`src/rtl/core/timespec_quantum_converter_defines.svh`:
```
// ----------------------------------------------------------------------------
// Timespec quantum converter assertion macros
// Shared concurrent check forms, clocked on clk and held off during rst.
// ----------------------------------------------------------------------------
`ifndef TIMESPEC_QUANTUM_CONVERTER_DEFINES_SVH
`define TIMESPEC_QUANTUM_CONVERTER_DEFINES_SVH

// same-cycle implication
`define TQC_ASSERT_NOW(lbl, ante, cons) \
  lbl: assert property (@(posedge clk) disable iff (rst) (ante) |-> (cons)) \
    else $error("check failed");

// next-cycle implication
`define TQC_ASSERT_NEXT(lbl, ante, cons) \
  lbl: assert property (@(posedge clk) disable iff (rst) (ante) |=> (cons)) \
    else $error("check failed");

`endif

```
`src/rtl/core/tqc_pkg.sv`:
```
// ----------------------------------------------------------------------------
// tqc_pkg
// Types and constants shared by the timespec quantum converter.
// ----------------------------------------------------------------------------
package tqc_pkg;

  localparam int QLEN_W = 30;
  localparam int DVD_W  = 61;   // widest dividend: 2^31 * (2^30 - 1) < 2^61
  localparam int QUO_W  = 32;   // quotient bits kept; higher ones fold into ovf
  localparam int REM_W  = 30;

  localparam logic [QLEN_W-1:0] NS_PER_SEC    = 30'd1000000000;
  localparam logic [QLEN_W-1:0] QLEN_RESET    = 30'd1000000;
  localparam logic [31:0]       QUANTA_MAX    = 32'h7fff_ffff;

  localparam logic OP_TO_QUANTA   = 1'b0;
  localparam logic OP_TO_INTERVAL = 1'b1;

  localparam logic [1:0] RND_ZERO = 2'd0;
  localparam logic [1:0] RND_AWAY = 2'd1;

  typedef struct packed {
    logic              valid;
    logic              op;
    logic              bad;
    logic              up;
    logic              neg;
    logic [DVD_W-1:0]  dvd;
    logic [REM_W-1:0]  rem;
    logic [QUO_W-1:0]  quo;
    logic              ovf;
  } cell_t;

endpackage

```
`src/rtl/core/tqc_cell.sv`:
```
// ----------------------------------------------------------------------------
// tqc_cell
// One restoring-division step: takes the next dividend bit, yields one
// quotient bit, and passes the item on to the next cell.
// ----------------------------------------------------------------------------
module tqc_cell (
  input  logic                       clk,
  input  logic                       rst,
  input  logic                       adv,
  input  logic [tqc_pkg::QLEN_W-1:0] quantum_len,
  input  tqc_pkg::cell_t             cell_in,
  output tqc_pkg::cell_t             cell_out
);
  import tqc_pkg::*;

  logic [QLEN_W-1:0] dsr;
  logic [REM_W:0]    trial;
  logic [REM_W+1:0]  diff;
  logic              qbit;
  cell_t             cell_next;

  always_comb begin
    dsr   = (cell_in.op == OP_TO_INTERVAL) ? NS_PER_SEC : quantum_len;
    trial = {cell_in.rem, cell_in.dvd[DVD_W-1]};
    diff  = {1'b0, trial} - {2'b00, dsr};
    qbit  = ~diff[REM_W+1];
    cell_next       = cell_in;
    cell_next.dvd   = {cell_in.dvd[DVD_W-2:0], 1'b0};
    // zero divisor truncates the 31-bit trial; the result saturates later
    cell_next.rem   = qbit ? diff[REM_W-1:0] : trial[REM_W-1:0];
    cell_next.quo   = {cell_in.quo[QUO_W-2:0], qbit};
    cell_next.ovf   = cell_in.ovf | cell_in.quo[QUO_W-1];
  end

  always_ff @(posedge clk) begin
    if (rst) begin
      cell_out.valid <= 1'b0;
    end else if (adv) begin
      cell_out.valid <= cell_next.valid;
    end
    if (adv) begin
      cell_out.op  <= cell_next.op;
      cell_out.bad <= cell_next.bad;
      cell_out.up  <= cell_next.up;
      cell_out.neg <= cell_next.neg;
      cell_out.dvd <= cell_next.dvd;
      cell_out.rem <= cell_next.rem;
      cell_out.quo <= cell_next.quo;
      cell_out.ovf <= cell_next.ovf;
    end
  end

endmodule

```
`config.mk`:
```
export PLATFORM = sky130hd
export DESIGN_NAME = tqc_cell
export DESIGN_NICKNAME = d
export VERILOG_FILES = /design/src/rtl/core/timespec_quantum_converter_defines.svh /design/src/rtl/core/tqc_pkg.sv /design/src/rtl/core/tqc_cell.sv
export SDC_FILE = /design/constraint.sdc
export NUM_CORES = 1
export LEC_CHECK = 0
export ABC_AREA = 1
export BUFFER_PORTS_ARGS = -buffer_cell sky130_fd_sc_hd__buf_2
export CORE_ASPECT_RATIO = 0.6
export CORE_MARGIN = 2
export CORE_UTILIZATION = 50
export DETAILED_ROUTE_END_ITERATION = 12
export PLACE_DENSITY = 0.8
export SLEW_MARGIN = 5
export SYNTH_ARGS = -nofsm -noshare
export SYNTH_HDL_FRONTEND = slang
export SYNTH_SLANG_ARGS = --single-unit
```
`constraint.sdc`:
```
create_clock -name clk -period 4.9 [get_ports clk]
set_input_delay 0.245 -clock clk [delete_from_list [all_inputs] [get_ports clk]]
set_output_delay 0.245 -clock clk [all_outputs]
set_load 0.05 [all_outputs]
```
==> impl_metrics.yaml, run 1 <==
status:
  outcome: "complete, no violations"
route:
  post_drt_via_cell_ratio: 4.92
  route.final.wire_length_um: 20000
  avgRoutedWirePerCell_um: 16.3
  postRouteAntennaNets: 0
  firstDrtPassIters: 5
  drt-initial-drc-count: 524
  dr_total_vias: 6041
  remaining_drc_errors: 0
power:
  comb_power_share_pct: 26.9
  switching_share_pct: 34.4
  total_switching_power_mw: 1.23
  internal-power_mw: 2.34
  p_per_area_nw_per_um2: 386
  peak_ir_drop_on_the_vdd_network_v: 0.000219
  leakage_nw: 4.64
  sequential_share_of_power_pct: 37.8
  power.clock.fraction_pct: 35.3
die:
  die-width_um: 154
  floorplan.die_area_um2: 14500
  dieHeight_um: 94.1
  floorplan.initialDensity_pct: 52.0
  num_ports: 291
  core_um2: 13000
  rows: 32
worst_setup_path:
  start_kind: "primary input"
  cpMostUsedCell: "nand2_1"
  end_of_the_worst_register_to_register_path: "cell_out[128]"
  arrival_ns: 2.86
  cpPeakStageDelay_ns: 0.50
  crit_fanout: 43
  timing_worst_setup_path_type: "primary input to flop"
  end_kind: "flop"
  worstPathCellList: "buf_2 > inv_1 > nand2_1 > ha_1 > nand2_1 > nand2_1 > nand2_1 > nand2_1 > a21oi_2 > nor2_1 > nor2_4 > nand2_8 > inv_6 > o21ai_2"
  reg2reg_setup_slack_ns: 4.32
  cell_with_the_biggest_individual_delay_on_the_critical_path: "inv_1"
  required_ns: 5.05
  worst_r2r_path_depth: 2
  beginning_of_the_worst_register_to_register_path: "cell_out[128]"
finish:
  layout_top_registers: "cell_out: 128 flops"
  largest-register: "cell_out"
  drive_gt1_share_pct: 35.4
  largest_register_ff_count: 128
  n_antenna_cell: 0
  fin_nets: 1239
  flow.area_growth_from_synthesis_pct: 36.8
  final_core_utilization_pct: 71.2
min_path:
  worstHoldStart: "cell_in[3]"
  worst_hold_path.num_cells: 1
  worst_hold_path_type: "primary input to flop"
  min_to: "cell_out[4]"
yosys:
  syn_nets: 907
  synthesis.area_per_instance_um2: 9.50
  yosysWarningCount: 0
  post_synth_instance_area_um2: 6770
  netlist_instances: 712
  synth_edf_count: 127
  synth_flop_cell: "edfxtp_1"
  synth-seq-cells: 128
  synthDistinctLibCells: 35
  synthArstFlopShare_pct: 0
  synth_seq_area_share_pct: 56.7
placement:
  portBuffers: 289
  final_weighted_congestion_of_routability_driven_global_placement: 0.960
  dp_worst_setup_slack_ns: 1.87
  detailed_place_hpwl_um: 15200
clock_tree:
  htreeDepth: 4
  worst_skew_pair.late_latency_ns: 0.41
  clk_pin_slew_worst_paths_ns: 0.06
  cts_tree: "done"
  clk_root_buffer_cell: "clkbuf_16"
  cts.repair.resized: 0
  cts-root-to-sink-buffers: 2
  cts.sinks: 128
  cts-buffers-inserted: 17
grt:
  grt_antenna_before_repair: 0
  grt_first_pass_wirelength_um: 29200
  first_global_vias: 5432
  grt_util_all_layers_pct: 26.8
  maximum_number_of_pins_on_one_net_before_global_route_repair: 51
  grt-ovfl-total: 0
sta:
  timing.fmax_ghz: 0.369
  tightest_slew_ns: 0.603
  fin_setup_tns_ns: 0
  setup_violations: 0
  slew_headroom_pct: 59.8
  finalCriticalPeriod_ns: 2.71
  report.final.slew_viol_count: 0
  fin_ws_ns: 2.19
  setup_repair_after_global_routing_missed_its_margin: "false"
  worst_clock_skew_ns: 0
  final-hold-violation-count: 0
  post-route-period-util_pct: 55.3
job:
  maxCapViolations: 0
stage by stage:
stage               cells  total power [mW]  hold WS [ns]  area, um2
global route         1227              3.71      -0.00160       9260
floorplan             712              2.04         0.317       6770
finish               1227              3.57       0.00802       9260
CTS                  1209              3.57      0.000292       9080
detailed placement   1165              2.30         0.405       8380
global placement     1165              2.29         0.404       8380
power by group through the flow:
| stage | logic [mW] | clock network, mW | registers (mW) |
|---|---|---|---|
| 6_report | 0.961 | 1.26 | 1.35 |
| 5_1_grt | 1.02 | 1.33 | 1.36 |
| 4_1_cts | 0.943 | 1.27 | 1.35 |
| 3_5_place_dp | 0.932 | 0 | 1.37 |
| 3_3_place_gp | 0.922 | 0 | 1.37 |
| 2_1_floorplan | 0.296 | 0 | 1.74 |
worst max-delay path, delay by kind of cell:
family | cells | cell delay (ns)
buf+inv | 3 | 1.07
fa+ha+maj | 1 | 0.39
simple gates | 8 | 0.86
compound gates | 2 | 0.27
layout make-up:
type / instances / area (um2)
clock buffer: 18 / 429
clock inverter: 14 / 154
fill: 1023 / 3750
inverter: 108 / 410
multi-input combinational: 468 / 2450
sequential: 128 / 3830
tap: 170 / 213
timing repair buffer: 321 / 1760
worst max-delay path by stage:
| stage | depth (start not counted) | to | slack (ns) | startpoint |
|---|---|---|---|---|
| floorplan | 15 | cell_out[37] | 2.60 | cell_in[127] |
| global placement | 14 | cell_out[43] | 1.98 | cell_in[127] |
| detailed placement | 14 | cell_out[39] | 1.87 | cell_in[127] |
| CTS | 14 | cell_out[37] | 2.24 | cell_in[127] |
| global route | 15 | cell_out[47] | 1.98 | cell_in[127] |
| finish | 14 | cell_out[37] | 2.19 | cell_in[127] |
cell families after synthesis:
group	share of synthesized area, %
adders and majority gates	6.21
buffers and inverters	7.06
and+or+nand+nor	24.2
other	0.0554
xor gates and xnor gates	1.68
AOI/OAI and AO/OA	4.01
muxes	0.148
DFF	56.7
metal layers:
| layer | vias up | part of all wire [%] | global-route usage [%] |
|---|---|---|---|
| li1 | 2965 | - | - |
| met1 | 2740 | 44 | 37.5 |
| met2 | 300 | 46 | 42.9 |
| met3 | 36 | 8.4 | 5.44 |
| met4 | 0 | 2.2 | 7.48 |
| met5 | - | 0 | 0 |
cell usage in the layout, fill, tap and decap left out, types with 4 or more instances in the layout:
master,n
a21oi_1,19
buf_2,288
clkbuf_16,17
dlygate4sd3_1,30
edfxtp_1,127
ha_1,32
inv_1,100
inv_2,7
inv_6,6
nand2_1,249
nand2_2,15
nand3_1,38
nand3b_1,6
nand4_1,4
nor2_1,50
nor2_2,5
o21ai_2,13
o21bai_1,4
xnor2_1,11
what timing repair did:
action                    4_1_cts  5_1_grt
setup buffers                   0        0
hold buffers                   12       18
hold endpoints to repair       12       18
cell usage after synthesis (2+ instances only):
cell type  number  area share, %
o21ai_0         2           0.15
edfxtp_1      127             56
nand2_2        15            1.4
inv_2           7           0.39
nand2_4         2           0.33
nand3_1        38            2.8
o21ai_2        13            1.7
inv_1         100            5.5
ha_1           32            5.9
clkbuf_1        2           0.11
buf_6           4           0.67
xor2_1          2           0.26
nor2_1         50            2.8
or2_1           2           0.18
nor2_2          5           0.46
nand3b_1        6           0.67
nand4_1         4           0.37
a21oi_1        19            1.4
nor2_4          3           0.50
buf_4           2           0.22
a21oi_2         2           0.26
o21bai_1        4           0.44
xnor2_1        11            1.4
nand2_1       249             14
Power figures use the tool's default switching activity.
==> run 2: changes to the inputs <==
--- a/config.mk
+++ b/config.mk
@@ -9,9 +9,9 @@
 export BUFFER_PORTS_ARGS = -buffer_cell sky130_fd_sc_hd__buf_2
 export CORE_ASPECT_RATIO = 0.6
 export CORE_MARGIN = 2
-export CORE_UTILIZATION = 50
+export CORE_UTILIZATION = 48
 export DETAILED_ROUTE_END_ITERATION = 12
-export PLACE_DENSITY = 0.8
+export PLACE_DENSITY = 0.78
 export SLEW_MARGIN = 5
 export SYNTH_ARGS = -nofsm -noshare
 export SYNTH_HDL_FRONTEND = slang
==> constraint.sdc (replaced) <==
create_clock -name clk -period 2.8 [get_ports clk]
set_input_delay 0.14 -clock clk [delete_from_list [all_inputs] [get_ports clk]]
set_output_delay 0.14 -clock clk [all_outputs]
set_load 0.05 [all_outputs]
==> run 2 against run 1 <==
  * First-iteration DRC count rose by 2.1%
  * Setup slack got worse by 1.4 ns
  * Power rose by 79%
  * Non-clock buffer count rose by 73
  * Core utilization rose by 2.0 points
  * Worst hold slack improved by 0.0010 ns
  * Die area rose by 4.0%
==> impl_metrics.yaml, run 2 (same netlist as run 1, synthesis figures left out) <==
sta:
  fin_setup_tns_ns: 0
  worst_hold_slack_after_final_layout_ns: 0.00902
  fin_ws_ns: 0.751
  post-route-period-util_pct: 73.2
  worst_clock_skew_ns: 0
  final-hold-violation-count: 0
  setup_repair_after_global_routing_missed_its_margin: "false"
  timing.fmax_ghz: 0.488
  setup_violations: 0
  report.final.slew_viol_count: 0
  finalCriticalPeriod_ns: 2.05
finish:
  final_cell_count_no_fill: 1321
  layout_common_cells: "288 x buf_2, 249 x nand2_1, 127 x edfxtp_1"
  multi_input_area_um2: 2450
  largest-register: "cell_out"
  layout_top_registers: "cell_out: 128 flops"
  fin_nets: 1312
  largest_register_ff_count: 128
  flow.area_growth_from_synthesis_pct: 48.2
  num-fill-cells: 1047
  n_antenna_cell: 0
  final_core_utilization_pct: 73.1
  final_area_um2: 10000
  layout_commonest_cell: "buf_2"
  drive_gt1_share_pct: 33.6
  register_area_um2: 3830
placement:
  final_weighted_congestion_of_routability_driven_global_placement: 0.904
  dp_worst_setup_slack_ns: 0.363
  detailed_place_hpwl_um: 15200
  detailed_place.area_um2: 8470
  place_inst: 1192
  portBuffers: 289
grt:
  grt_use_met2_pct: 47.9
  first_global_vias: 6113
  grt_busiest_layer: "met2"
  grt_antenna_before_repair: 0
  grt-ovfl-total: 0
  grt_first_pass_wirelength_um: 33300
  use_met3_pct: 6.80
  maximum_number_of_pins_on_one_net_before_global_route_repair: 92
  grt_util_all_layers_pct: 29.9
  grt_use_met1_pct: 40.0
status:
  outcome: "complete, no violations"
clock_tree:
  clk_pin_slew_worst_paths_ns: 0.06
  htreeDepth: 4
  cts_tree: "done"
  worst_skew_pair.late_latency_ns: 0.41
  postCtsSetupRepairBufs: 0
  clk_root_buffer_cell: "clkbuf_16"
  cts-root-to-sink-buffers: 2
  cts.repair.resized: 0
  cts.sinks: 128
  cts-buffers-inserted: 17
worst_setup_path:
  reg2reg_setup_slack_ns: 1.56
  end_kind: "flop"
  end_of_the_worst_register_to_register_path: "cell_out[128]"
  worstPathCellList: "buf_2 > inv_1 > buf_12 > nand2_1 > ha_1 > nand2_2 > inv_1 > nand2_1 > nand2_1 > a21oi_2 > nor2_1 > nor2_4 > nand2_8 > inv_6 > o21ai_2"
  cpMostUsedCell: "nand2_1"
  cpPeakStageDelay_ns: 0.36
  critPathLaunch: "cell_in[127]"
  crit_fanout: 43
  beginning_of_the_worst_register_to_register_path: "cell_out[128]"
  worst_r2r_path_depth: 3
  timing_worst_setup_path_type: "primary input to flop"
  start_kind: "primary input"
  required_ns: 2.96
  arrival_ns: 2.20
  critPathTopFamily: "buffers and inverters"
  worstPathBufferInverterCount: 5
  cell_with_the_biggest_individual_delay_on_the_critical_path: "ha_1"
route:
  dr_total_vias: 6528
  drt-initial-drc-count: 535
  post_drt_via_cell_ratio: 4.94
  firstDrtPassIters: 5
  postRouteAntennaNets: 0
  avgRoutedWirePerCell_um: 17.1
  remaining_drc_errors: 0
  route.final.wire_length_um: 22600
die:
  die-width_um: 157
  floorplan.die_area_um2: 15100
  floorplan.initialDensity_pct: 49.4
  rows: 33
  num_ports: 291
  dieHeight_um: 96.0
  core_um2: 13700
job:
  maxCapViolations: 0
power:
  leakage_nw: 4.97
  p_per_area_nw_per_um2: 638
  peak_ir_drop_on_the_vdd_network_v: 0.000314
  design_power_total_mw: 6.40
min_path:
  min_to: "cell_out[60]"
  worst_hold_path.num_cells: 3
  worstHoldStart: "cell_in[59]"
  worst_hold_path_type: "primary input to flop"
## run 2: cell count changes in the layout (fill, tap and decap cells not counted), sizes merged
| cell | before | now |
|---|---|---|
| inv | 113 | 114 |
| buf | 291 | 296 |
| clkinv | 4 | 5 |
| clkbuf | 18 | 17 |
| clkinvlp | 3 | 1 |
| dlygate4sd3 | 30 | 98 |
## run 2: repair_timing
item	4_1_cts	5_1_grt
endpoints found under the setup margin	0	0
hold endpoints to repair	96	0
hold buffers	98	0
## run 2: layout make-up
class,count,area share (%)
Multi-Input combinational cell,468,24.5
Clock buffer,17,4.24
Timing Repair Buffer,394,25.0
Inverter,108,4.09
Sequential cell,128,38.2
Tap cell,192,2.40
Clock inverter,14,1.55
## run 2: tightest hold or removal path, stage by stage
cell	delay [ns]
buf_2	0.09
nand2_1	0.05
nand2_1	0.05
## run 2: worst max-delay path by stage
stage,endpoint,slack (ns),cells after the start
global placement,cell_out[41],0.40,15
CTS,cell_out[45],0.78,15
finish,cell_out[45],0.75,15
global route,cell_out[43],0.57,12
detailed placement,cell_out[45],0.36,15
floorplan,cell_out[37],0.61,15
## run 2: power by group
group / internal, mW / switching [mW]
Combinational: 0.523 / 1.26
Sequential: 2.32 / 0.0557
Clock: 1.32 / 0.907
## run 2: per-layer routing
| metal | part of all wire (%) | wire (um) | vias to the layer above |
|---|---|---|---|
| met2 | 46 | 10400 | 371 |
| met5 | 0 | 0 | - |
| li1 | - | - | 3112 |
| met4 | 3.2 | 731 | 0 |
| met3 | 9.3 | 2100 | 54 |
| met1 | 42 | 9410 | 2991 |
==> run 3: changes to the inputs <==
--- a/config.mk
+++ b/config.mk
@@ -9,9 +9,9 @@
 export BUFFER_PORTS_ARGS = -buffer_cell sky130_fd_sc_hd__buf_2
 export CORE_ASPECT_RATIO = 0.6
 export CORE_MARGIN = 2
-export CORE_UTILIZATION = 48
+export CORE_UTILIZATION = 44
 export DETAILED_ROUTE_END_ITERATION = 12
-export PLACE_DENSITY = 0.78
+export PLACE_DENSITY = 0.75
 export SLEW_MARGIN = 5
 export SYNTH_ARGS = -nofsm -noshare
 export SYNTH_HDL_FRONTEND = slang
==> constraint.sdc (replaced) <==
create_clock -name clk -period 1.75 [get_ports clk]
set_input_delay 0.0875 -clock clk [delete_from_list [all_inputs] [get_ports clk]]
set_output_delay 0.0875 -clock clk [all_outputs]
set_load 0.05 [all_outputs]
==> run 3 against run 2 <==
  * The flow now finishes with violations (negative setup slack)
  * Sequential power is 60% higher
  * Power is 72% higher
  * Wire length is 6.1% higher
  * Global-route usage is 2.4 points lower
  * Die area is 8.8% higher
  * Sequential share of layout area is 5.3 points lower
  * Non-clock buffer count is 124 higher
  * Setup slack worse by 0.86 ns
  * Critical endpoint is now cell_out[57]
  * Highest routed layer unchanged
==> impl_metrics.yaml, run 3 (same netlist as run 1, synthesis figures left out) <==
finish:
  final_area_um2: 11600
  flow.area_growth_from_synthesis_pct: 71.9
  drive_gt1_share_pct: 45.9
  fin_nets: 1436
  largest_register_ff_count: 128
  layout_commonest_cell: "buf_2"
  largest-register: "cell_out"
  layout_top_registers: "cell_out: 128 flops"
  final_cell_count_no_fill: 1458
  layout_common_cells: "287 x buf_2, 216 x nand2_1, 127 x edfxtp_1"
placement:
  detailed_place.area_um2: 9530
  final_weighted_congestion_of_routability_driven_global_placement: 0.940
  detailed_place_hpwl_um: 16400
  portBuffers: 289
  place_inst: 1306
worst_setup_path:
  cpPeakStageDelay_ns: 0.31
  required_ns: 1.91
  end_kind: "flop"
  start_kind: "primary input"
  reg2reg_setup_slack_ns: 0.61
  worstPathCellList: "buf_8 > clkinvlp_4 > buf_6 > nand2_2 > buf_4 > ha_1 > nand2_2 > inv_1 > nand2_1 > nand2_1 > inv_1 > nand2_2 > nand2_1 > nand4_1 > nand3_1 > nand2_1"
  critical_path_depth: 16
  critPathTopFamily: "simple AND/OR/NAND/NOR gates"
  crit_fanout: 5
  beginning_of_the_worst_register_to_register_path: "cell_out[128]"
  critPathLaunch: "cell_in[127]"
  cpMostUsedCell: "nand2_1"
  arrival_ns: 2.01
  timing_worst_setup_path_type: "primary input to flop"
  worstPathBufferInverterCount: 6
  worst_r2r_path_depth: 3
  end_of_the_worst_register_to_register_path: "cell_out[128]"
  cell_with_the_biggest_individual_delay_on_the_critical_path: "ha_1"
job:
  maxCapViolations: 0
clock_tree:
  clk_root_buffer_cell: "clkbuf_16"
  cts-buffers-inserted: 17
  htreeDepth: 4
  cts_tree: "done"
  clk_pin_slew_worst_paths_ns: 0.06
  cts.sinks: 128
  worst_skew_pair.late_latency_ns: 0.41
  cts-root-to-sink-buffers: 2
grt:
  maximum_number_of_pins_on_one_net_before_global_route_repair: 69
  grt-ovfl-total: 0
  first_global_vias: 6701
  grt_first_pass_wirelength_um: 34100
  grt_antenna_before_repair: 1
  grt_util_all_layers_pct: 27.5
die:
  dieHeight_um: 100
  core_um2: 15200
  floorplan.die_area_um2: 16400
  rows: 35
  floorplan.initialDensity_pct: 44.5
  die-width_um: 164
  num_ports: 291
route:
  remaining_drc_errors: 0
  dr_total_vias: 6928
  avgRoutedWirePerCell_um: 16.5
  firstDrtPassIters: 7
  post_drt_via_cell_ratio: 4.75
  drt-initial-drc-count: 723
  postRouteAntennaNets: 0
  route.final.wire_length_um: 24000
power:
  p_per_area_nw_per_um2: 948
  leakage_nw: 5.69
  peak_ir_drop_on_the_vdd_network_v: 0.000724
min_path:
  worst_hold_path.num_cells: 3
  min_to: "cell_out[51]"
  worstHoldStart: "cell_in[50]"
  worst_hold_path_type: "primary input to flop"
sta:
  fin_ws_ns: -0.104
  post-route-period-util_pct: 106
  setup_violations: 4
  timing.fmax_ghz: 0.539
  final-hold-violation-count: 0
  report.final.slew_viol_count: 0
  finalCriticalPeriod_ns: 1.85
  setup_repair_after_global_routing_missed_its_margin: "true"
  worst_clock_skew_ns: 0
status:
  violations: "negative setup slack"
  outcome: "finished, violations left"
## run 3: power breakdown
group / internal (mW) / switching (mW) / leakage [nW]
clock network: 2.29 / 1.52 / 0.304
logic: 1.23 / 2.20 / 4.14
registers: 3.72 / 0.0823 / 1.25
## run 3: worst max-delay path by stage
stage,endpoint
CTS,cell_out[57]
detailed placement,cell_out[61]
global route,cell_out[57]
floorplan,cell_out[37]
global placement,cell_out[55]
finish,cell_out[57]
## run 3: per-layer routing
metal	global-route usage (%)	vias to the layer above	part of all wire (%)
li1	-	3371	-
met1	36.4	3208	42
met2	47.4	313	49
met3	5.00	36	8.2
met4	6.34	0	1.5
met5	0	-	0
## run 3: final cells by class
class	count	area (um2)
antenna	1	2.50
clock buffer	17	425
clock inverter	15	195
fill	1020	3560
inverter	108	417
multi-input combinational	468	2920
sequential	128	3830
tap	203	254
timing repair buffer	518	3580
## run 3: stage by stage
step	hold slack (ns)	util, %	TNS, ns	total power, mW	setup WS, ns
after detailed placement	0.251	62.7	-13.69	6.87	-0.546
after global routing	0.0143	76.5	-1.32	11.4	-0.143
final	0.00902	76.6	-0.136	11.0	-0.104
after CTS	0.00413	74.5	-0.0206	10.9	-0.0102
after global placement	0.245	62.7	-12.06	6.83	-0.453
after floorplan	0.160	-	-3.24	5.78	-0.126
## run 3: worst register-to-register path: cells and delay by family (launching register included)
family	cells	cell delay, ns
buffers and inverters	1	0.54
AND/OR/NAND/NOR	1	0.06
multiplexers	1	0.12
flip-flops	1	0.31
## run 3: repair_timing
action | 4_1_cts | 5_1_grt
setup endpoints to repair | 21 | 30
hold buffers | 113 | 0
endpoints found under the hold margin | 111 | 0
pin swaps | 0 | 9
buffers inserted | 0 | 5
resized for setup | 6 | 60
cloned | 0 | 1
